$ cat src/rtl/core/twif_pkg.sv
// ----------------------------------------------------------------------------
// twif_pkg
// shared types and constants for the trie word insert/find block
// ----------------------------------------------------------------------------
package twif_pkg;

    localparam int NODE_COUNT    = 1024;
    localparam int ALPHABET_SIZE = 26;

    localparam int NODE_W     = $clog2(NODE_COUNT);
    localparam int FREE_W     = $clog2(NODE_COUNT + 1);
    localparam int LIDX_W     = $clog2(ALPHABET_SIZE);
    localparam int LINK_DEPTH = NODE_COUNT * ALPHABET_SIZE;
    localparam int SLOT_W     = $clog2(LINK_DEPTH);

    localparam int LETTER_W = 5;
    localparam int STATUS_W = 2;
    localparam int MATCH_W  = 10;
    localparam int S_DATA_W = 8;
    localparam int M_DATA_W = 16;

    localparam int QUEUE_DEPTH = 2;
    localparam int QPTR_W      = $clog2(QUEUE_DEPTH);
    localparam int QCNT_W      = $clog2(QUEUE_DEPTH + 1);

    typedef logic [NODE_W-1:0] t_node;
    typedef logic [LIDX_W-1:0] t_lidx;

    typedef enum logic [1:0] {
        K_LETTER     = 2'd0,
        K_BAD_LETTER = 2'd1,
        K_END        = 2'd2
    } t_kind;

    typedef enum logic [STATUS_W-1:0] {
        ST_INSERTED  = 2'd0,
        ST_FOUND     = 2'd1,
        ST_NOT_FOUND = 2'd2,
        ST_POOL_FULL = 2'd3
    } t_status;

    typedef struct packed {
        logic  is_find;
        t_kind kind;
        t_lidx lidx;
    } t_cmd;

endpackage

$ cat src/rtl/core/twif_front.sv
// ----------------------------------------------------------------------------
// twif_front
// accepts input beats, classifies them as letter, bad letter or word end
// ----------------------------------------------------------------------------
module twif_front
    import twif_pkg::*;
(
    input  logic                i_clk,
    input  logic                i_rst_n,
    input  logic                i_s_tvalid,
    output logic                o_s_tready,
    input  logic [S_DATA_W-1:0] i_s_tdata,  // letter
    input  logic [0:0]          i_s_tuser,  // req_type
    input  logic                i_s_tlast,  // word_end
    output logic                o_q_valid,
    input  logic                i_q_ready,
    output t_cmd                o_q_cmd
);

    logic                r_valid;
    logic                n_valid;
    t_cmd                r_cmd;
    t_cmd                n_cmd;
    logic [LETTER_W-1:0] letter;
    logic                take;

    assign letter     = i_s_tdata[LETTER_W-1:0];
    assign o_s_tready = !r_valid || i_q_ready;
    assign take       = i_s_tvalid && o_s_tready;
    assign o_q_valid  = r_valid;
    assign o_q_cmd    = r_cmd;

    always_comb begin
        n_valid         = r_valid && !i_q_ready;
        n_cmd           = r_cmd;
        if (take) begin
            n_valid         = 1'b1;
            n_cmd.is_find   = i_s_tuser[0];
            n_cmd.lidx      = LIDX_W'(letter);
            priority if (i_s_tlast) begin
                n_cmd.kind = K_END;
            end else if (32'(letter) >= ALPHABET_SIZE) begin
                n_cmd.kind = K_BAD_LETTER;
            end else begin
                n_cmd.kind = K_LETTER;
            end
        end
    end

    always_ff @(posedge i_clk) begin
        if (!i_rst_n) begin
            r_valid <= 1'b0;
        end else begin
            r_valid <= n_valid;
        end
    end

    always_ff @(posedge i_clk) begin
        r_cmd <= n_cmd;
    end

endmodule

$ cat config.mk
export PLATFORM = sky130hd
export DESIGN_NAME = twif_front
export DESIGN_NICKNAME = d
export VERILOG_FILES = /design/src/rtl/core/twif_pkg.sv /design/src/rtl/core/twif_front.sv
export SDC_FILE = /design/constraint.sdc
export NUM_CORES = 1
export LEC_CHECK = 0
export BUFFER_PORTS_ARGS = -buffer_cell sky130_fd_sc_hd__buf_2
export CAP_MARGIN = 20
export CELL_PAD_IN_SITES_DETAIL_PLACEMENT = 0
export CELL_PAD_IN_SITES_GLOBAL_PLACEMENT = 2
export CORE_AREA = 8 8 45 47
export CTS_BUF_LIST = sky130_fd_sc_hd__clkbuf_2 sky130_fd_sc_hd__clkbuf_4 sky130_fd_sc_hd__clkbuf_8
export CTS_CLUSTER_DIAMETER = 150
export DETAILED_ROUTE_END_ITERATION = 8
export DIE_AREA = 0 0 53 55
export PLACE_DENSITY_LB_ADDON = 0.1
export SYNTH_ARGS = -nofsm -noshare
export SYNTH_HDL_FRONTEND = slang
export SYNTH_SLANG_ARGS = --single-unit
$ cat constraint.sdc
create_clock -name i_clk -period 1.5 [get_ports i_clk]
set_input_delay 0.075 -clock i_clk [delete_from_list [all_inputs] [get_ports i_clk]]
set_output_delay 0.075 -clock i_clk [all_outputs]
set_load 0.02 [all_outputs]
==> key figures <==
Power and ir drop
  – VDD IR-drop max: 0.000496 V
  – Static Leak: 0.233 nW
  – Total chip power: about 0.00055 W
  – Internal: 0.000424 W
  – NetSw: approximately 0.00013 W
  – Clock power frac: between 30% and 40%
  – Logic pwr share: 13.9%
  – Power Density: between 1000 and 1500 nW/um^2
  – Sequential share of power: 53.4%
  – Switch share: a little under a quarter

Floorplan
  – Die height: 55 microns
  – Die X: 53 microns
  – Top Ports: 24
  – Std-Cell Core Area: approximately 1400 sq um
  – Initial core utilization: ~22%
  – DIE AREA: 2920 sq um
  – Placement Rows: 14

Timing
  – RSZ-0062 raised after global routing: false
  – Clock skew: about 0.006 ns
  – # setup viols final: 0
  – Peak Freq: 1090 MHz
  – Worst Hold Slack: 0.0108 ns
  – Setup TNS: 0 ns
  – Max Slew Vio Count: 0
  – Final period util: 60.9%
  – Final worst path period need: 0.914 ns
  – Slew margin rel.: 90.4%
  – Slew @ Worst Pin: approximately 0.14 ns
  – Final hold viol count: 0

Route
  – Drt wl/cell: 10.4 microns
  – Routed Antenna Nets: 0
  – Residual DRC count: 0
  – 1st-pass router iterations: 2
  – Initial DRC Count: 2
  – WL final: 647 microns
  – Total number of vias: 232
  – Vias/cell: 3.74

CTS
  – Register clock-pin slew on the reported worst setup and hold paths: 0.06 ns
  – CTS resizes: 0
  – CTS tree: yes
  – Post-CTS Hold Buffers: 5
  – Number of clock sinks: 9
  – Setup Buffers After CTS: 0
  – CTS H-tree depth: 1
  – Worst-Skew Late Latency: 0.26 ns
  – CTS root buf: clkbuf_4
  – Inserted Clock Buffers: 3
  – Clock buffer depth: 2

Critical path
  – Required time worst endpoint: 1.42 ns
  – Crit path capture type: output pin
  – FF-to-FF End: o_q_cmd[7]$_DFFE_PP_
  – Crit Path Class: reg2out
  – Worst EP arrival: 0.84 ns
  – R2r startpoint: o_q_valid$_SDFF_PN0_
  – CP Max Fanout: 3
  – Reg2reg path depth: 2
  – Reg2reg setup slack: 0.60 ns
  – Critical Path Source: o_q_valid$_SDFF_PN0_
  – Critical path startpoint category: flip-flop
  – End point of the critical path: o_s_tready

Final layout
  – Layout cells sized above 1: 58.7%
  – Register area: 260 sq um
  – N_diodes: 0
  – Most frequent cells in the layout: buf_2, edfxtp_1, dlygate4sd3_1
  – Most common cell after layout, fill and taps aside: buf_2
  – Syn-to-layout area delta: 66.9%
  – Final net count: 61
  – Fill cells: 139
  – Area of the multi-input gates: 46.3 sq um

Yosys
  – Seq/Total Area, Yosys: 83.9%
  – YS warnings: 0
  – Syn Inst Count: 16
  – Distinct cell type count after synthesis: 9
  – Register bit total from synthesis: 9
  – Area share of the largest cell type after synthesis: 77.4%
  – Syn Std Cell Area: approximately 310 sq um
  – Synth Area per Inst: about 19 sq um
  – Synth area leaders: edfxtp_1, dfxtp_1, nand2b_4
  – Synth area leader: edfxtp_1
  – Syn nets: 30

Placed design
  – IO buf count: 20
  – GP Congestion: around 0.54

Global routing
  – Antenna violations before repair: 0
  – M1 GR Usage: 5.33%
  – GRT Overall Usage: 5.25%
  – Met2 Use GR: 7.42%
  – Largest net degree at the start of global routing: 9
  – M3 GR Usage: 2.94%
  – Gr ovfl total: 0
  – First-pass GRT wire length: 1040 microns
  – Global route hottest layer: met2
  – Vias in the first global route: 257

Min path
  – Min-Delay Path Class: in2reg

Outcome
  – Outcome: finished clean

Flow run
  – Max Cap Viol: 0
[how the worst min path moves through the flow]
stage / from / end / slack [ns] / cells after the start
CTS: i_s_tdata[1] / o_q_cmd[1]$_DFFE_PP_ / 0.001 / 1
finish: i_s_tdata[2] / o_q_cmd[2]$_DFFE_PP_ / 0.01 / 1
floorplan: i_s_tdata[0] / o_q_cmd[0]$_DFFE_PP_ / 0.17 / 0
detailed placement: i_s_tuser / o_q_cmd[7]$_DFFE_PP_ / 0.25 / 1
global placement: i_s_tdata[0] / o_q_cmd[0]$_DFFE_PP_ / 0.25 / 1
global route: i_s_tdata[2] / o_q_cmd[2]$_DFFE_PP_ / 0.003 / 1
[power by group through the flow]
stage               clock, W  sequential, W  combinational, W
finish              0.000180       0.000294         0.0000763
CTS                 0.000188       0.000294         0.0000758
global route        0.000208       0.000295         0.0000838
detailed placement         0       0.000300         0.0000658
global placement           0       0.000299         0.0000649
floorplan                  0       0.000319         0.0000151
[cell usage after synthesis]
cell type  instances
a21boi_2           1
nand2_1            1
inv_1              1
nor2_1             1
edfxtp_1           8
and2_4             1
nand2b_4           1
dfxtp_1            1
nor3_1             1
[logic make-up after synthesis]
group	share of synthesized area (%)
buffers and inverters	1.21
and+or+nand+nor	11.3
AOI/OAI and AO/OA	3.63
DFF	83.9
[area by class of cell]
type                    count  share of cell area (%)
flip-flops and latches      9                    50.2
repair buffers             26                    30.9
multi-input cells           6                    8.94
clock buffers               3                    4.35
well taps                  16                    3.86
clock inverters             1                   0.966
inverters                   1                   0.725
[metrics by stage]
stage	cell area [sq um]	std cells	utilization [%]	worst slack (ns)
floorplan	310	16	-	0.464
detailed placement	430	52	31.1	0.604
CTS	508	61	36.7	0.570
finish	518	62	37.4	0.586
global route	518	62	37.4	0.530
global placement	430	52	31.1	0.607
[per-layer routing]
layer / vias to the layer above / wire length, microns
met3: 0 / 80
met5: - / 0
met2: 13 / 312
met4: 0 / 0
li1: 117 / -
met1: 102 / 254
[worst max-delay path: stages (launching register included)]
cell and delay [ns]:
dfxtp_1 0.36, nand2b_4 0.07, buf_2 0.16
[registers in the layout, indices dropped and copies added, names as in the netlist]
signal     count
o_q_cmd        8
o_q_valid      1
No activity file was read; power rests on OpenSTA's default activity.
