===== src/rtl/core/twif_pkg.sv =====
// ----------------------------------------------------------------------------
// twif_pkg
// shared types and constants for the trie word insert/find block
// ----------------------------------------------------------------------------
package twif_pkg;

    localparam int NODE_COUNT    = 1024;
    localparam int ALPHABET_SIZE = 26;

    localparam int NODE_W     = $clog2(NODE_COUNT);
    localparam int FREE_W     = $clog2(NODE_COUNT + 1);
    localparam int LIDX_W     = $clog2(ALPHABET_SIZE);
    localparam int LINK_DEPTH = NODE_COUNT * ALPHABET_SIZE;
    localparam int SLOT_W     = $clog2(LINK_DEPTH);

    localparam int LETTER_W = 5;
    localparam int STATUS_W = 2;
    localparam int MATCH_W  = 10;
    localparam int S_DATA_W = 8;
    localparam int M_DATA_W = 16;

    localparam int QUEUE_DEPTH = 2;
    localparam int QPTR_W      = $clog2(QUEUE_DEPTH);
    localparam int QCNT_W      = $clog2(QUEUE_DEPTH + 1);

    typedef logic [NODE_W-1:0] t_node;
    typedef logic [LIDX_W-1:0] t_lidx;

    typedef enum logic [1:0] {
        K_LETTER     = 2'd0,
        K_BAD_LETTER = 2'd1,
        K_END        = 2'd2
    } t_kind;

    typedef enum logic [STATUS_W-1:0] {
        ST_INSERTED  = 2'd0,
        ST_FOUND     = 2'd1,
        ST_NOT_FOUND = 2'd2,
        ST_POOL_FULL = 2'd3
    } t_status;

    typedef struct packed {
        logic  is_find;
        t_kind kind;
        t_lidx lidx;
    } t_cmd;

endpackage


===== src/rtl/core/twif_queue.sv =====
// ----------------------------------------------------------------------------
// twif_queue
// short command queue between the front and the back
// ----------------------------------------------------------------------------
module twif_queue
    import twif_pkg::*;
(
    input  logic i_clk,
    input  logic i_rst_n,
    input  logic i_in_valid,
    output logic o_in_ready,
    input  t_cmd i_in_cmd,
    output logic o_out_valid,
    input  logic i_out_ready,
    output t_cmd o_out_cmd
);

    t_cmd              r_entry [QUEUE_DEPTH];
    logic [QPTR_W-1:0] r_wp;
    logic [QPTR_W-1:0] n_wp;
    logic [QPTR_W-1:0] r_rp;
    logic [QPTR_W-1:0] n_rp;
    logic [QCNT_W-1:0] r_cnt;
    logic [QCNT_W-1:0] n_cnt;
    logic              push;
    logic              pop;

    assign o_in_ready  = r_cnt != QCNT_W'(QUEUE_DEPTH);
    assign o_out_valid = r_cnt != '0;
    assign o_out_cmd   = r_entry[r_rp];
    assign push        = i_in_valid && o_in_ready;
    assign pop         = o_out_valid && i_out_ready;

    always_comb begin
        n_wp  = r_wp;
        n_rp  = r_rp;
        n_cnt = r_cnt;
        if (push) begin
            n_wp = (r_wp == QPTR_W'(QUEUE_DEPTH - 1)) ? '0 : r_wp + 1'b1;
        end
        if (pop) begin
            n_rp = (r_rp == QPTR_W'(QUEUE_DEPTH - 1)) ? '0 : r_rp + 1'b1;
        end
        if (push && !pop) begin
            n_cnt = r_cnt + 1'b1;
        end else if (pop && !push) begin
            n_cnt = r_cnt - 1'b1;
        end
    end

    always_ff @(posedge i_clk) begin
        if (!i_rst_n) begin
            r_wp  <= '0;
            r_rp  <= '0;
            r_cnt <= '0;
        end else begin
            r_wp  <= n_wp;
            r_rp  <= n_rp;
            r_cnt <= n_cnt;
        end
    end

    always_ff @(posedge i_clk) begin
        if (push) begin
            r_entry[r_wp] <= i_in_cmd;
        end
    end

endmodule


===== config.mk =====
export PLATFORM = sky130hd
export DESIGN_NAME = twif_queue
export DESIGN_NICKNAME = d
export VERILOG_FILES = /design/src/rtl/core/twif_pkg.sv /design/src/rtl/core/twif_queue.sv
export SDC_FILE = /design/constraint.sdc
export NUM_CORES = 1
export LEC_CHECK = 0
export BUFFER_PORTS_ARGS = -buffer_cell sky130_fd_sc_hd__buf_4
export CAP_MARGIN = 10
export CELL_PAD_IN_SITES_DETAIL_PLACEMENT = 1
export CELL_PAD_IN_SITES_GLOBAL_PLACEMENT = 2
export CORE_AREA = 2 2 47 67
export CTS_CLUSTER_DIAMETER = 80
export DETAILED_ROUTE_END_ITERATION = 12
export DIE_AREA = 0 0 49 69
export GPL_TIMING_DRIVEN = 1
export PLACE_DENSITY = 0.75
export SETUP_SLACK_MARGIN = 0.2
export SYNTH_ARGS = -nofsm -noshare
export SYNTH_HDL_FRONTEND = slang
export SYNTH_SLANG_ARGS = --single-unit

===== constraint.sdc =====
create_clock -name i_clk -period 1.47 [get_ports i_clk]
set_input_delay 0.2205 -clock i_clk [delete_from_list [all_inputs] [get_ports i_clk]]
set_output_delay 0.2205 -clock i_clk [all_outputs]
set_load 0.005 [all_outputs]

==> results.md, run 1 <==
| Metric | Reported | Unit |
|---|---|---|
| Result of the run | finished, final reports clean | - |
| Sum of negative setup slack | 0 | ns |
| Number of DRC violations after detailed routing | 0 | - |
| Arrival time at the worst endpoint | 1.64 | ns |
| Mux cell area share after synthesis | 0.111 | - |
| Post-synth design cell area | 810 | sq um |
| HPWL reported at the end of detailed placement | 1.02 | mm |
| Sequential area share after synthesis | 0.717 | - |
| Aggregate global-route resource usage | 0.100 | - |
| Vias in the first global route | 572 | - |
| Fraction of the mapped netlist area in adder cells | 0.0155 | - |
| Remaining max-slew budget at the tightest pin | 0.847 | - |
| Critical path required time | 1.66 | ns |
| Fin. max-slew vios | 0 | - |
| Starting DRC count in detailed routing | 11 | - |
| CTS tree | yes | - |
| Maximum buffer depth of the clock tree | 2 | - |
| Yosys warnings | 0 | - |
| Remaining number of nets flagged by the antenna check after routing | 0 | - |
| Clock network latency to the later pin of the worst-skew pair | 0.25 | ns |
| Final worst-path cycle share | 0.991 | - |
| Area of the core | 2790 | sq um |
| RSZ-0062 raised after global routing | yes | - |
| Syn nets | 63 | - |
| Most area-hungry cell type in the Yosys netlist | sky130_fd_sc_hd__edfxtp_1 | - |
| Critical R2R Capture | r_cnt[1]$_SDFFE_PN0P_ | - |
| Sinks on Clock Net | 21 | - |
| Distinct cell type count after synthesis | 17 | - |
| Via count | 487 | - |
| Layout overhead on the synthesized area | 45.3 | % |
| Setup-violating endpoint count in the final report | 0 | - |
| Routed wire length | 1.53 | mm |
| Setup slack of the most critical reg-to-reg path | 0.01 | ns |
| DR WL/cell | 13.4 | um |
| Antenna violations before repair | 0 | - |
| Worst hold slack after final layout | 0.149 | ns |
| Maximum number of pins on one net before global-route repair | 13 | - |
| Path class of the lowest-slack min-delay path | in2reg | - |
| Post-Synth XOR/XNOR Area | 0.0325 | - |
| Cell Area, Placed | 1040 | sq um |
| Most frequently used cell type in the post-synthesis netlist | sky130_fd_sc_hd__edfxtp_1 | - |
| Number of cells produced by synthesis | 50 | - |
| Multi-input combinational cell area | 277 | sq um |
| Crit path capture type | flip-flop | - |
| Top cell type's share of synthesized area | 0.594 | - |
| Cell row count | 23 | - |
| Number of filler cells placed in the layout | 306 | - |
| Num ports | 22 | - |
| Vias per inst | 4.27 | - |
| Highest net fanout along the worst path | 4 | - |
| Final Critical Period | 1.46 | ns |
| Total overflow reported by the global router | 0 | - |
| Fin Clk Skew | 0.00445 | ns |
| Die ar. | 3380 | sq um |
| Synth Area in Simple Gates | 0.0711 | - |
| Synth async-reset ratio | 0 | - |
| TritonCTS Buffers | 3 | - |
| N_diodes | 0 | - |
| Post-route standard cell area excluding fillers | 1180 | sq um |
| Power Dens Cells | 1650 | nW/um^2 |
| Start point of the worst min-delay path | i_in_cmd[3] | - |
| Transition at the pin with the smallest max-transition slack | 0.227 | ns |
| Register clock-pin slew on the reported worst setup and hold paths | 0.07 | ns |
| #FFs+latches synth | 21 | - |
| Leakage power figure | 0.474 | nW |
| Initial Util | 0.290 | - |
| Fraction of layout cells with a size suffix above 1 | 0.623 | - |
| Fin nets | 91 | - |
| Total power consumption of the routed design | 0.00194 | W |
| Final-report hold violation count | 0 | - |
| Compound-Gate Fraction of Synth Area | 0.0371 | - |
| TritonRoute pass-1 iters | 4 | - |
| Max Cap Viol | 0 | - |
| Top flip-flop cell by instance count after synthesis | sky130_fd_sc_hd__edfxtp_1 | - |
| Chip Width | 49 | um |
| Startpoint type of the worst setup path | flip-flop | - |
| Height of the die | 69 | um |
| Maximum achievable frequency | 686 | MHz |
| Number of input and output port buffers inserted | 21 | - |
| Avg Cell Area, Syn | 16.2 | sq um |
| Worst hold path endpoint | r_entry[1][3]$_DFFE_PP_ | - |
| CTS H-Tree Depth | 1 | - |
| Logic depth of the worst register-to-register path | 6 | - |
| Count of flip-flops with a built-in enable after synthesis | 16 | - |
| Dominant combinational cell family by area after synthesis | multiplexers | - |
| Origin of the critical flop-to-flop path | r_cnt[0]$_SDFFE_PN0P_ | - |
| Ranking of synthesized cells by instance count | sky130_fd_sc_hd__edfxtp_1, sky130_fd_sc_hd__mux2_2, sky130_fd_sc_hd__dfxtp_1, sky130_fd_sc_hd__nor2_1, sky130_fd_sc_hd__xor2_1 | - |
| Root Driver | sky130_fd_sc_hd__clkbuf_8 | - |
| Area taken by flip-flops and latches | 589 | sq um |
| Wire length of the first global-routing pass | 2.55 | mm |
| IR Drop Worst-Case VDD | 787 | uV |
| Classification of the worst setup path | reg2reg | - |
| Hold Crit Depth | 1 | - |
| Largest cells by area after synthesis | sky130_fd_sc_hd__edfxtp_1, sky130_fd_sc_hd__dfxtp_1, sky130_fd_sc_hd__mux2_2 | - |
| Placer Congestion | 0.646 | - |
## worst max-delay path: stages, from the launching register on
cell and delay (ns):
sky130_fd_sc_hd__dfxtp_4 0.36, sky130_fd_sc_hd__nand2b_4 0.14, sky130_fd_sc_hd__and2_4 0.14, sky130_fd_sc_hd__ha_4 0.15
sky130_fd_sc_hd__xor2_2 0.14, sky130_fd_sc_hd__or3_1 0.33, sky130_fd_sc_hd__a21oi_2 0.14
## sequential cells by signal, indices dropped and copies added (netlist names), named ones only
| register | count |
|---|---|
| r_cnt | 2 |
| r_rp | 1 |
| r_wp | 1 |
| r_entry | 16 |
## worst max path at each step
| stage | start | slack [ns] | to |
|---|---|---|---|
| after floorplan | r_cnt[0]$_SDFFE_PN0P_ | 0.10 | r_cnt[1]$_SDFFE_PN0P_ |
| after detailed placement | r_cnt[1]$_SDFFE_PN0P_ | -0.005 | r_cnt[1]$_SDFFE_PN0P_ |
| after global routing | r_cnt[0]$_SDFFE_PN0P_ | -0.04 | r_cnt[1]$_SDFFE_PN0P_ |
| after CTS | r_cnt[0]$_SDFFE_PN0P_ | 0.02 | r_cnt[1]$_SDFFE_PN0P_ |
| after global placement | r_cnt[0]$_SDFFE_PN0P_ | 0.08 | r_cnt[1]$_SDFFE_PN0P_ |
| final | r_cnt[0]$_SDFFE_PN0P_ | 0.01 | r_cnt[1]$_SDFFE_PN0P_ |
## power by group
group | switching, W | total, W | internal (W)
clock | 0.000170 | 0.000358 | 0.000188
combinational | 0.000258 | 0.000712 | 0.000454
sequential | 0.0000978 | 0.000868 | 0.000770
total | 0.000526 | 0.00194 | 0.00141
## final cells by class
type / instances / share of cell area
clock inverter: 1 / 0.00426
sequential: 21 / 0.501
tap: 37 / 0.0394
inverter: 2 / 0.00638
timing repair buffer: 24 / 0.179
clock buffer: 3 / 0.0351
multi-input combinational: 26 / 0.235
## cells by family (layout without fill, tap and decap cells)
group           after synthesis  after routing
compound gates                5              5
xor+xnor                      3              3
fa+ha+maj                     1              1
buf+inv                       3             30
flops                        21             21
mux                           8              8
simple gates                  9              9
## metrics by stage
stage	util	setup slack, ns	instances
floorplan	-	0.103	50
global placement	0.371	0.0790	108
detailed placement	0.371	-0.00469	108
CTS	0.415	0.0180	114
global route	0.421	-0.0392	114
finish	0.421	0.0125	114
## per-layer routing
metal | vias to the layer above | GRT usage | routed length (um) | part of all wire
met4 | 0 | 0.0381 | 0 | 0
met2 | 17 | 0.178 | 889 | 0.58
met1 | 238 | 0.117 | 545 | 0.36
met3 | 0 | 0.0195 | 89 | 0.058
li1 | 232 | - | - | -
met5 | - | 0 | 0 | 0
## repair_timing
| action | CTS | global route |
|---|---|---|
| gates resized for setup | 19 | 4 |
| cloned | 0 | 0 |
| pin swaps | 1 | 0 |
| hold buffers | 0 | 0 |
| endpoints found under the setup margin | 19 | 10 |
| buffers inserted | 2 | 0 |
## cell usage in the layout (no fill, tap or decap)
cell type | netlist | layout
sky130_fd_sc_hd__ha_4 | 0 | 1
sky130_fd_sc_hd__xor2_1 | 3 | 2
sky130_fd_sc_hd__clkbuf_8 | 0 | 3
sky130_fd_sc_hd__nand2b_4 | 1 | 1
sky130_fd_sc_hd__inv_1 | 2 | 1
sky130_fd_sc_hd__dfxtp_4 | 0 | 2
sky130_fd_sc_hd__dfxtp_2 | 0 | 1
sky130_fd_sc_hd__and3_1 | 1 | 1
sky130_fd_sc_hd__or3_1 | 1 | 1
sky130_fd_sc_hd__o21ai_0 | 2 | 1
sky130_fd_sc_hd__inv_2 | 0 | 1
sky130_fd_sc_hd__o21ai_2 | 0 | 1
sky130_fd_sc_hd__dfxtp_1 | 5 | 2
sky130_fd_sc_hd__a21oi_1 | 2 | 1
sky130_fd_sc_hd__or2_2 | 1 | 1
sky130_fd_sc_hd__nor2_1 | 3 | 3
sky130_fd_sc_hd__buf_6 | 0 | 8
sky130_fd_sc_hd__and2_4 | 0 | 1
sky130_fd_sc_hd__a21bo_2 | 1 | 1
sky130_fd_sc_hd__mux2_4 | 0 | 8
sky130_fd_sc_hd__edfxtp_1 | 16 | 16
sky130_fd_sc_hd__nand3b_1 | 1 | 1
sky130_fd_sc_hd__buf_4 | 0 | 16
sky130_fd_sc_hd__xor2_2 | 0 | 1
sky130_fd_sc_hd__a21oi_2 | 0 | 1
sky130_fd_sc_hd__clkinv_2 | 0 | 1
(Power assumes the default switching activity.)
==> run 2: changes to the inputs <==
--- a/config.mk
+++ b/config.mk
@@ -9,12 +9,12 @@
 export CAP_MARGIN = 10
 export CELL_PAD_IN_SITES_DETAIL_PLACEMENT = 1
 export CELL_PAD_IN_SITES_GLOBAL_PLACEMENT = 2
-export CORE_AREA = 2 2 47 67
+export CORE_AREA = 2 2 44 62
 export CTS_CLUSTER_DIAMETER = 80
 export DETAILED_ROUTE_END_ITERATION = 12
-export DIE_AREA = 0 0 49 69
+export DIE_AREA = 0 0 46 64
 export GPL_TIMING_DRIVEN = 1
-export PLACE_DENSITY = 0.75
+export PLACE_DENSITY = 0.72
 export SETUP_SLACK_MARGIN = 0.2
 export SYNTH_ARGS = -nofsm -noshare
 export SYNTH_HDL_FRONTEND = slang
==> constraint.sdc (replaced) <==
create_clock -name i_clk -period 1.8 [get_ports i_clk]
set_input_delay 0.27 -clock i_clk [delete_from_list [all_inputs] [get_ports i_clk]]
set_output_delay 0.27 -clock i_clk [all_outputs]
set_load 0.005 [all_outputs]
==> run 2 against run 1 <==
Net effect:
- clock power decreased by 39%
- design area decreased by 12%
- total power decreased by 30%
- global-route usage increased by 1.1 points
- first-iteration DRC count decreased by 73%
- flip-flop and latch count unchanged
- hold slack improved by 0.0050 ns
- non-clock buffer count decreased by 3
- fmax decreased by 7.1%
- clock-buffer cell count increased by 1
- die area decreased by 13%
- critical path depth decreased by 2
- largest cell class unchanged
==> results.md, run 2 (synthesis results as in run 1) <==
| Metric | Reported | Unit | Change |
|---|---|---|---|
| Result of the run | finished, final reports clean | - |  |
| Share of the core filled with cells in the final layout | 0.439 | - | +0.0178 |
| TritonCTS Buffers | 3 | - | unchanged |
| Via count | 474 | - | -2.7% |
| Clock network latency to the later pin of the worst-skew pair | 0.29 | ns | +0.04 ns |
| HPWL reported at the end of detailed placement | 1.07 | mm | +4.4% |
| DR WL/cell | 15.2 | um | +13% |
| Multi-input combinational cell area | 231 | sq um | -16% |
| CTS tree | yes | - |  |
| Fraction of layout cells with a size suffix above 1 | 0.541 | - | -0.0828 |
| Number of filler cells placed in the layout | 248 | - | -19% |
| CTS H-Tree Depth | 1 | - | unchanged |
| Startpoint type of the worst setup path | flip-flop | - |  |
| Arrival time at the worst endpoint | 1.80 | ns | +0.16 ns |
| Final-report hold violation count | 0 | - | unchanged |
| Height of the die | 64 | um | -7.2% |
| Cell Area, Placed | 991 | sq um | -4.3% |
| Aggregate global-route resource usage | 0.111 | - | +0.0106 |
| Total power consumption of the routed design | 0.00135 | W | -30% |
| Num ports | 22 | - | unchanged |
| Path class of the lowest-slack min-delay path | in2reg | - |  |
| Remaining max-slew budget at the tightest pin | 0.732 | - | -0.115 |
| Post-route standard cell area excluding fillers | 1040 | sq um | -12% |
| RSZ-0062 raised after global routing | no | - |  |
| Flip-flop count of the largest register, all copies and words added | 16 | - | unchanged |
| Sinks on Clock Net | 21 | - | unchanged |
| Highest net fanout along the worst path | 5 | - | +1 |
| Final Critical Period | 1.57 | ns | +0.111 ns |
| Maximum buffer depth of the clock tree | 2 | - | unchanged |
| N_diodes | 0 | - | unchanged |
| Starting DRC count in detailed routing | 3 | - | -8 |
| TritonRoute pass-1 iters | 4 | - | unchanged |
| Vias per inst | 4.89 | - | +14% |
| IR Drop Worst-Case VDD | 589 | uV | -25% |
| Largest registers ranked by flip-flop count | r_entry x16, r_cnt x2 | - |  |
| Area of the core | 2360 | sq um | -15% |
| Setup slack of the most critical reg-to-reg path | 0.23 | ns | +0.22 ns |
| Remaining number of nets flagged by the antenna check after routing | 0 | - | unchanged |
| Maximum achievable frequency | 637 | MHz | -7.1% |
| Layout overhead on the synthesized area | 28.3 | % |  |
| Leakage power figure | 0.410 | nW | -13% |
| Placer Congestion | 0.640 | - | -0.85% |
| Maximum number of pins on one net before global-route repair | 12 | - | -1 |
| Biggest register | r_entry | - |  |
| Hold_buf cts | 0 | - | unchanged |
| Classification of the worst setup path | reg2reg | - |  |
| Sum of negative setup slack | 0 | ns | unchanged |
| Initial Util | 0.342 | - | +0.0523 |
| Number of input and output port buffers inserted | 21 | - | unchanged |
| Most frequent standard cell in the layout excluding fill and tap cells | sky130_fd_sc_hd__buf_4 | - |  |
| Vias in the first global route | 501 | - | -12% |
| Power Dens Cells | 1300 | nW/um^2 | -21% |
| Number of DRC violations after detailed routing | 0 | - | unchanged |
| Area taken by flip-flops and latches | 587 | sq um | -0.42% |
| Final worst-path cycle share | 0.872 | - | -0.120 |
| Cell row count | 21 | - | -8.7% |
| Fin nets | 88 | - | -3.3% |
| Transition at the pin with the smallest max-transition slack | 0.399 | ns | +0.172 ns |
| Total overflow reported by the global router | 0 | - | unchanged |
| Fin Clk Skew | 0.00221 | ns | -0.00224 ns |
| Fin. max-slew vios | 0 | - | unchanged |
| Critical path required time | 2.03 | ns | +0.37 ns |
| Commonest non-fill, non-tap cells in the layout | sky130_fd_sc_hd__buf_4, sky130_fd_sc_hd__edfxtp_1, sky130_fd_sc_hd__mux2_2 | - |  |
| Antenna violations before repair | 0 | - | unchanged |
| Chip Width | 46 | um | -6.1% |
| Setup-violating endpoint count in the final report | 0 | - | unchanged |
| Routed wire length | 1.47 | mm | -3.5% |
| Max Cap Viol | 0 | - | unchanged |
| Die ar. | 2940 | sq um | -13% |
| Crit path capture type | flip-flop | - |  |
| Root Driver | sky130_fd_sc_hd__clkbuf_4 | - |  |
| Register clock-pin slew on the reported worst setup and hold paths | 0.11 | ns | +0.04 ns |
| Wire length of the first global-routing pass | 2.19 | mm | -14% |
run 2: layout make-up:
cell class	count	share of cell area
Clock buffer	4	0.0253
Inverter	2	0.00723
Multi-Input combinational cell	26	0.223
Sequential cell	21	0.565
Tap cell	23	0.0277
Timing Repair Buffer	21	0.152
run 2: path summary, 6_finish.rpt:
path,from,endpoint,depth (start not counted)
setup / recovery,r_cnt[0]$_SDFFE_PN0P_,r_cnt[1]$_SDFFE_PN0P_,4
hold / removal,i_in_cmd[7],r_entry[0][7]$_DFFE_PP_,1
setup reg to reg,r_cnt[0]$_SDFFE_PN0P_,r_cnt[1]$_SDFFE_PN0P_,4
hold reg to reg,r_rp$_SDFFE_PN0P_,r_rp$_SDFFE_PN0P_,2
run 2: layer usage:
| metal | vias up | global-route usage | routed length, um | share of wire |
|---|---|---|---|---|
| met5 | - | 0 | 0 | 0 |
| met4 | 0 | 0.0750 | 17 | 0.012 |
| met3 | 2 | 0.0282 | 85 | 0.058 |
| met2 | 15 | 0.189 | 858 | 0.58 |
| met1 | 227 | 0.109 | 511 | 0.35 |
| li1 | 230 | - | - | - |
run 2: per-stage QoR:
step           instances  hold slack [ns]  worst slack [ns]
6_report              97            0.154             0.231
5_1_grt               97            0.121             0.182
4_1_cts               97            0.147             0.202
3_5_place_dp          93            0.459             0.203
3_3_place_gp          93            0.455             0.270
2_1_floorplan         50            0.369             0.315
run 2: power by group:
group,total [W],internal [W],switching (W)
clock network,0.000218,0.0000861,0.000132
registers,0.000691,0.000625,0.0000657
logic,0.000443,0.000268,0.000175
run 2: timing repair:
item / CTS / global route
buffers inserted: 0 / 0
hold endpoints to repair: 0 / 0
pin swaps: 0 / 0
setup endpoints to repair: 9 / 1
resized for setup: 3 / 4
run 2: worst max-delay path, cell delays in order (launching register included):
cell and delay, ns:
sky130_fd_sc_hd__dfxtp_4 0.38, sky130_fd_sc_hd__o21ai_1 0.35, sky130_fd_sc_hd__ha_4 0.28, sky130_fd_sc_hd__or3_1 0.37, sky130_fd_sc_hd__a21oi_1 0.14
==> run 3: changes to the inputs <==
==> config.mk (replaced) <==
export PLATFORM = sky130hd
export DESIGN_NAME = twif_queue
export DESIGN_NICKNAME = d
export VERILOG_FILES = /design/src/rtl/core/twif_pkg.sv /design/src/rtl/core/twif_queue.sv
export SDC_FILE = /design/constraint.sdc
export NUM_CORES = 1
export LEC_CHECK = 0
export BUFFER_PORTS_ARGS = -buffer_cell sky130_fd_sc_hd__buf_2
export CAP_MARGIN = 10
export CORE_AREA = 2 2 43 45
export CTS_CLUSTER_DIAMETER = 80
export DETAILED_ROUTE_END_ITERATION = 12
export DIE_AREA = 0 0 45 47
export GPL_TIMING_DRIVEN = 1
export PLACE_DENSITY = 0.73
export SETUP_SLACK_MARGIN = 0.2
export SLEW_MARGIN = 0
export SYNTH_ARGS = -nofsm -noshare
export SYNTH_HDL_FRONTEND = slang
export SYNTH_SLANG_ARGS = --single-unit
==> run 3 against run 2 <==
Net effect:
- setup slack improved by 0.057 ns
- design area fell by 5.9%
- total power fell by 5.6%
- first-iteration DRC count rose by 100%
- critical path type unchanged
==> results.md, run 3 (synthesis results as in run 1) <==
| Metric | Reported | Unit | Change |
|---|---|---|---|
| Result of the run | finished, final reports clean | - |  |
| Commonest non-fill, non-tap cells in the layout | sky130_fd_sc_hd__buf_2, sky130_fd_sc_hd__edfxtp_1, sky130_fd_sc_hd__mux2_2 | - |  |
| Start point of the worst min-delay path | i_in_cmd[4] | - |  |
| Portion of total power attributed to combinational logic | 0.292 | - | -0.036 |
| TritonCTS Buffers | 3 | - | unchanged |
| Leakage power figure | 0.392 | nW | -4.5% |
| Worst hold path endpoint | r_entry[0][4]$_DFFE_PP_ | - |  |
| Number of filler cells placed in the layout | 140 | - | -44% |
| Maximum achievable frequency | 661 | MHz | +3.8% |
| Setup slack after layout | 0.288 | ns | +0.0567 ns |
| Fraction of layout cells with a size suffix above 1 | 0.541 | - | unchanged |
| Via count | 456 | - | -3.8% |
| Crit path capture type | flip-flop | - |  |
| Transition at the pin with the smallest max-transition slack | 0.385 | ns | -0.0142 ns |
| Hold Crit Depth | 1 | - | unchanged |
| Number of DRC violations after detailed routing | 0 | - | unchanged |
| Fin. max-slew vios | 0 | - | unchanged |
| Setup slack of the most critical reg-to-reg path | 0.29 | ns | +0.06 ns |
| Sequential fraction of design power | 0.539 | - | +0.028 |
| Startpoint type of the worst setup path | flip-flop | - |  |
| Critical path required time | 2.03 | ns | about the same |
| Fin Clk Skew | 0.00240 | ns | +0.000191 ns |
| Cell row count | 15 | - | -29% |
| Wire length of the first global-routing pass | 1.79 | mm | -19% |
| Switching power share of the total | 0.277 | - | +0.00148 |
| HPWL reported at the end of detailed placement | 829 | um | -22% |
| Remaining number of nets flagged by the antenna check after routing | 0 | - | unchanged |
| Non-filler instance count after layout | 91 | - | -6.2% |
| Origin of the critical flop-to-flop path | r_cnt[0]$_SDFFE_PN0P_ | - |  |
| Chip Width | 45 | um | -2.2% |
| Final Critical Period | 1.51 | ns | -0.0567 ns |
| TritonRoute pass-1 iters | 4 | - | unchanged |
| Clock network latency to the later pin of the worst-skew pair | 0.29 | ns | about the same |
| RSZ-0062 raised after global routing | no | - |  |
| CTS H-Tree Depth | 1 | - | unchanged |
| Dpl cells | 87 | - | -6.5% |
| Number of input and output port buffers inserted | 21 | - | unchanged |
| Remaining max-slew budget at the tightest pin | 0.743 | - | +0.0113 |
| Total internal power | 0.000923 | W | -5.8% |
| Fin nets | 88 | - | unchanged |
| Largest registers ranked by flip-flop count | r_entry x16, r_cnt x2 | - |  |
| Sum of negative setup slack | 0 | ns | unchanged |
| Vias per inst | 5.01 | - | +2.5% |
| Max Cap Viol | 0 | - | unchanged |
| Starting DRC count in detailed routing | 6 | - | +3 |
| Final worst-path cycle share | 0.840 | - | -0.0315 |
| Area of the core | 1650 | sq um | -30% |
| Height of the die | 47 | um | -27% |
| Clock network fraction of total power | 0.169 | - | +0.008 |
| Initial Util | 0.490 | - | +0.148 |
| Vias in the first global route | 439 | - | -12% |
| Root Driver | sky130_fd_sc_hd__clkbuf_4 | - |  |
| Biggest register | r_entry | - |  |
| Placer Congestion | 0.643 | - | +0.37% |
| CTS tree | yes | - |  |
| Register clock-pin slew on the reported worst setup and hold paths | 0.11 | ns | about the same |
| Logic depth of the worst register-to-register path | 6 | - | +2 |
| Sinks on Clock Net | 21 | - | unchanged |
| Highest net fanout along the worst path | 5 | - | unchanged |
| Aggregate global-route resource usage | 0.129 | - | +0.0179 |
| Net load switching power | 0.000354 | W | -5.1% |
| Setup-violating endpoint count in the final report | 0 | - | unchanged |
| Routed wire length | 1.20 | mm | -18% |
| Critical R2R Capture | r_cnt[1]$_SDFFE_PN0P_ | - |  |
| Final-report hold violation count | 0 | - | unchanged |
| Power Dens Cells | 1310 | nW/um^2 | +0.35% |
| Most frequent standard cell in the layout excluding fill and tap cells | sky130_fd_sc_hd__buf_2 | - |  |
| DR WL/cell | 13.2 | um | -13% |
| Arrival time at the worst endpoint | 1.74 | ns | -0.06 ns |
| Layout overhead on the synthesized area | 20.7 | % |  |
| Classification of the worst setup path | reg2reg | - |  |
| IR Drop Worst-Case VDD | 959 | uV | +63% |
| Maximum buffer depth of the clock tree | 2 | - | unchanged |
| Antenna violations before repair | 0 | - | unchanged |
| Num ports | 22 | - | unchanged |
| Total overflow reported by the global router | 0 | - | unchanged |
| Die ar. | 2120 | sq um | -28% |
| Maximum number of pins on one net before global-route repair | 13 | - | +1 |
| Setup WS pre-CTS | 0.240 | ns | +0.0376 ns |
| Flip-flop count of the largest register, all copies and words added | 16 | - | unchanged |
| Path class of the lowest-slack min-delay path | in2reg | - |  |
| N_diodes | 0 | - | unchanged |
[run 3: changes by cell type in the layout (fill, tap and decap cells not counted)]
cell                       delta
sky130_fd_sc_hd__buf_4       -21
sky130_fd_sc_hd__and2_4       -1
sky130_fd_sc_hd__buf_2       +21
sky130_fd_sc_hd__and2_1       +1
sky130_fd_sc_hd__clkinv_2     +1
sky130_fd_sc_hd__clkbuf_1     -1
[run 3: layout make-up]
type | count | area [sq um] | area share
timing repair buffer | 21 | 105 | 0.108
multi-input combinational | 26 | 229 | 0.234
tap | 17 | 21.3 | 0.0218
inverter | 2 | 7.51 | 0.00768
clock inverter | 1 | 5.00 | 0.00512
sequential | 21 | 587 | 0.601
clock buffer | 3 | 22.5 | 0.0230
[run 3: stage by stage]
stage | total power [W] | utilization | instance area [sq um] | hold WS (ns)
6_report | 0.00128 | 0.592 | 977 | 0.155
5_1_grt | 0.00136 | 0.592 | 977 | 0.130
4_1_cts | 0.00126 | 0.581 | 960 | 0.141
3_5_place_dp | 0.00104 | 0.564 | 931 | 0.462
3_3_place_gp | 0.00103 | 0.564 | 931 | 0.458
2_1_floorplan | 0.000921 | - | 810 | 0.369
[run 3: routing by layer]
layer | vias to the layer above | track usage | wire length [um]
met3 | 2 | 0.0538 | 94
li1 | 233 | - | -
met1 | 206 | 0.123 | 515
met5 | - | 0 | 0
met4 | 0 | 0.0882 | 12
met2 | 15 | 0.226 | 580
[run 3: power groups by stage]
stage / logic, W / registers, W / clock network, W
6_report: 0.000372 / 0.000688 / 0.000216
3_5_place_dp: 0.000350 / 0.000690 / 0
2_1_floorplan: 0.000263 / 0.000658 / 0
3_3_place_gp: 0.000345 / 0.000687 / 0
5_1_grt: 0.000417 / 0.000701 / 0.000246
4_1_cts: 0.000357 / 0.000681 / 0.000224
[run 3: how the worst max path moves through the flow]
stage,startpoint,endpoint,slack [ns],depth (start not counted)
after CTS,r_cnt[0]$_SDFFE_PN0P_,r_cnt[1]$_SDFFE_PN0P_,0.22,5
after global routing,r_cnt[0]$_SDFFE_PN0P_,r_cnt[1]$_SDFFE_PN0P_,0.21,6
after detailed placement,r_cnt[0]$_SDFFE_PN0P_,r_cnt[1]$_SDFFE_PN0P_,0.24,5
after global placement,r_cnt[0]$_SDFFE_PN0P_,r_cnt[1]$_SDFFE_PN0P_,0.30,5
final,r_cnt[0]$_SDFFE_PN0P_,r_cnt[1]$_SDFFE_PN0P_,0.29,6
after floorplan,r_cnt[0]$_SDFFE_PN0P_,r_cnt[1]$_SDFFE_PN0P_,0.32,5
[run 3: worst max-delay path: stages, from the launching register on]
cell and delay (ns):
sky130_fd_sc_hd__dfxtp_4 0.37, sky130_fd_sc_hd__nand2b_4 0.15, sky130_fd_sc_hd__and2_1 0.18, sky130_fd_sc_hd__ha_4 0.16, sky130_fd_sc_hd__xor2_1 0.14, sky130_fd_sc_hd__or3_1 0.31
sky130_fd_sc_hd__a21oi_1 0.13
[run 3: repair_timing]
item | CTS | global route
buffers inserted | 0 | 0
endpoints found under the setup margin | 8 | 1
hold buffers | 0 | 0
gates resized for setup | 1 | 5
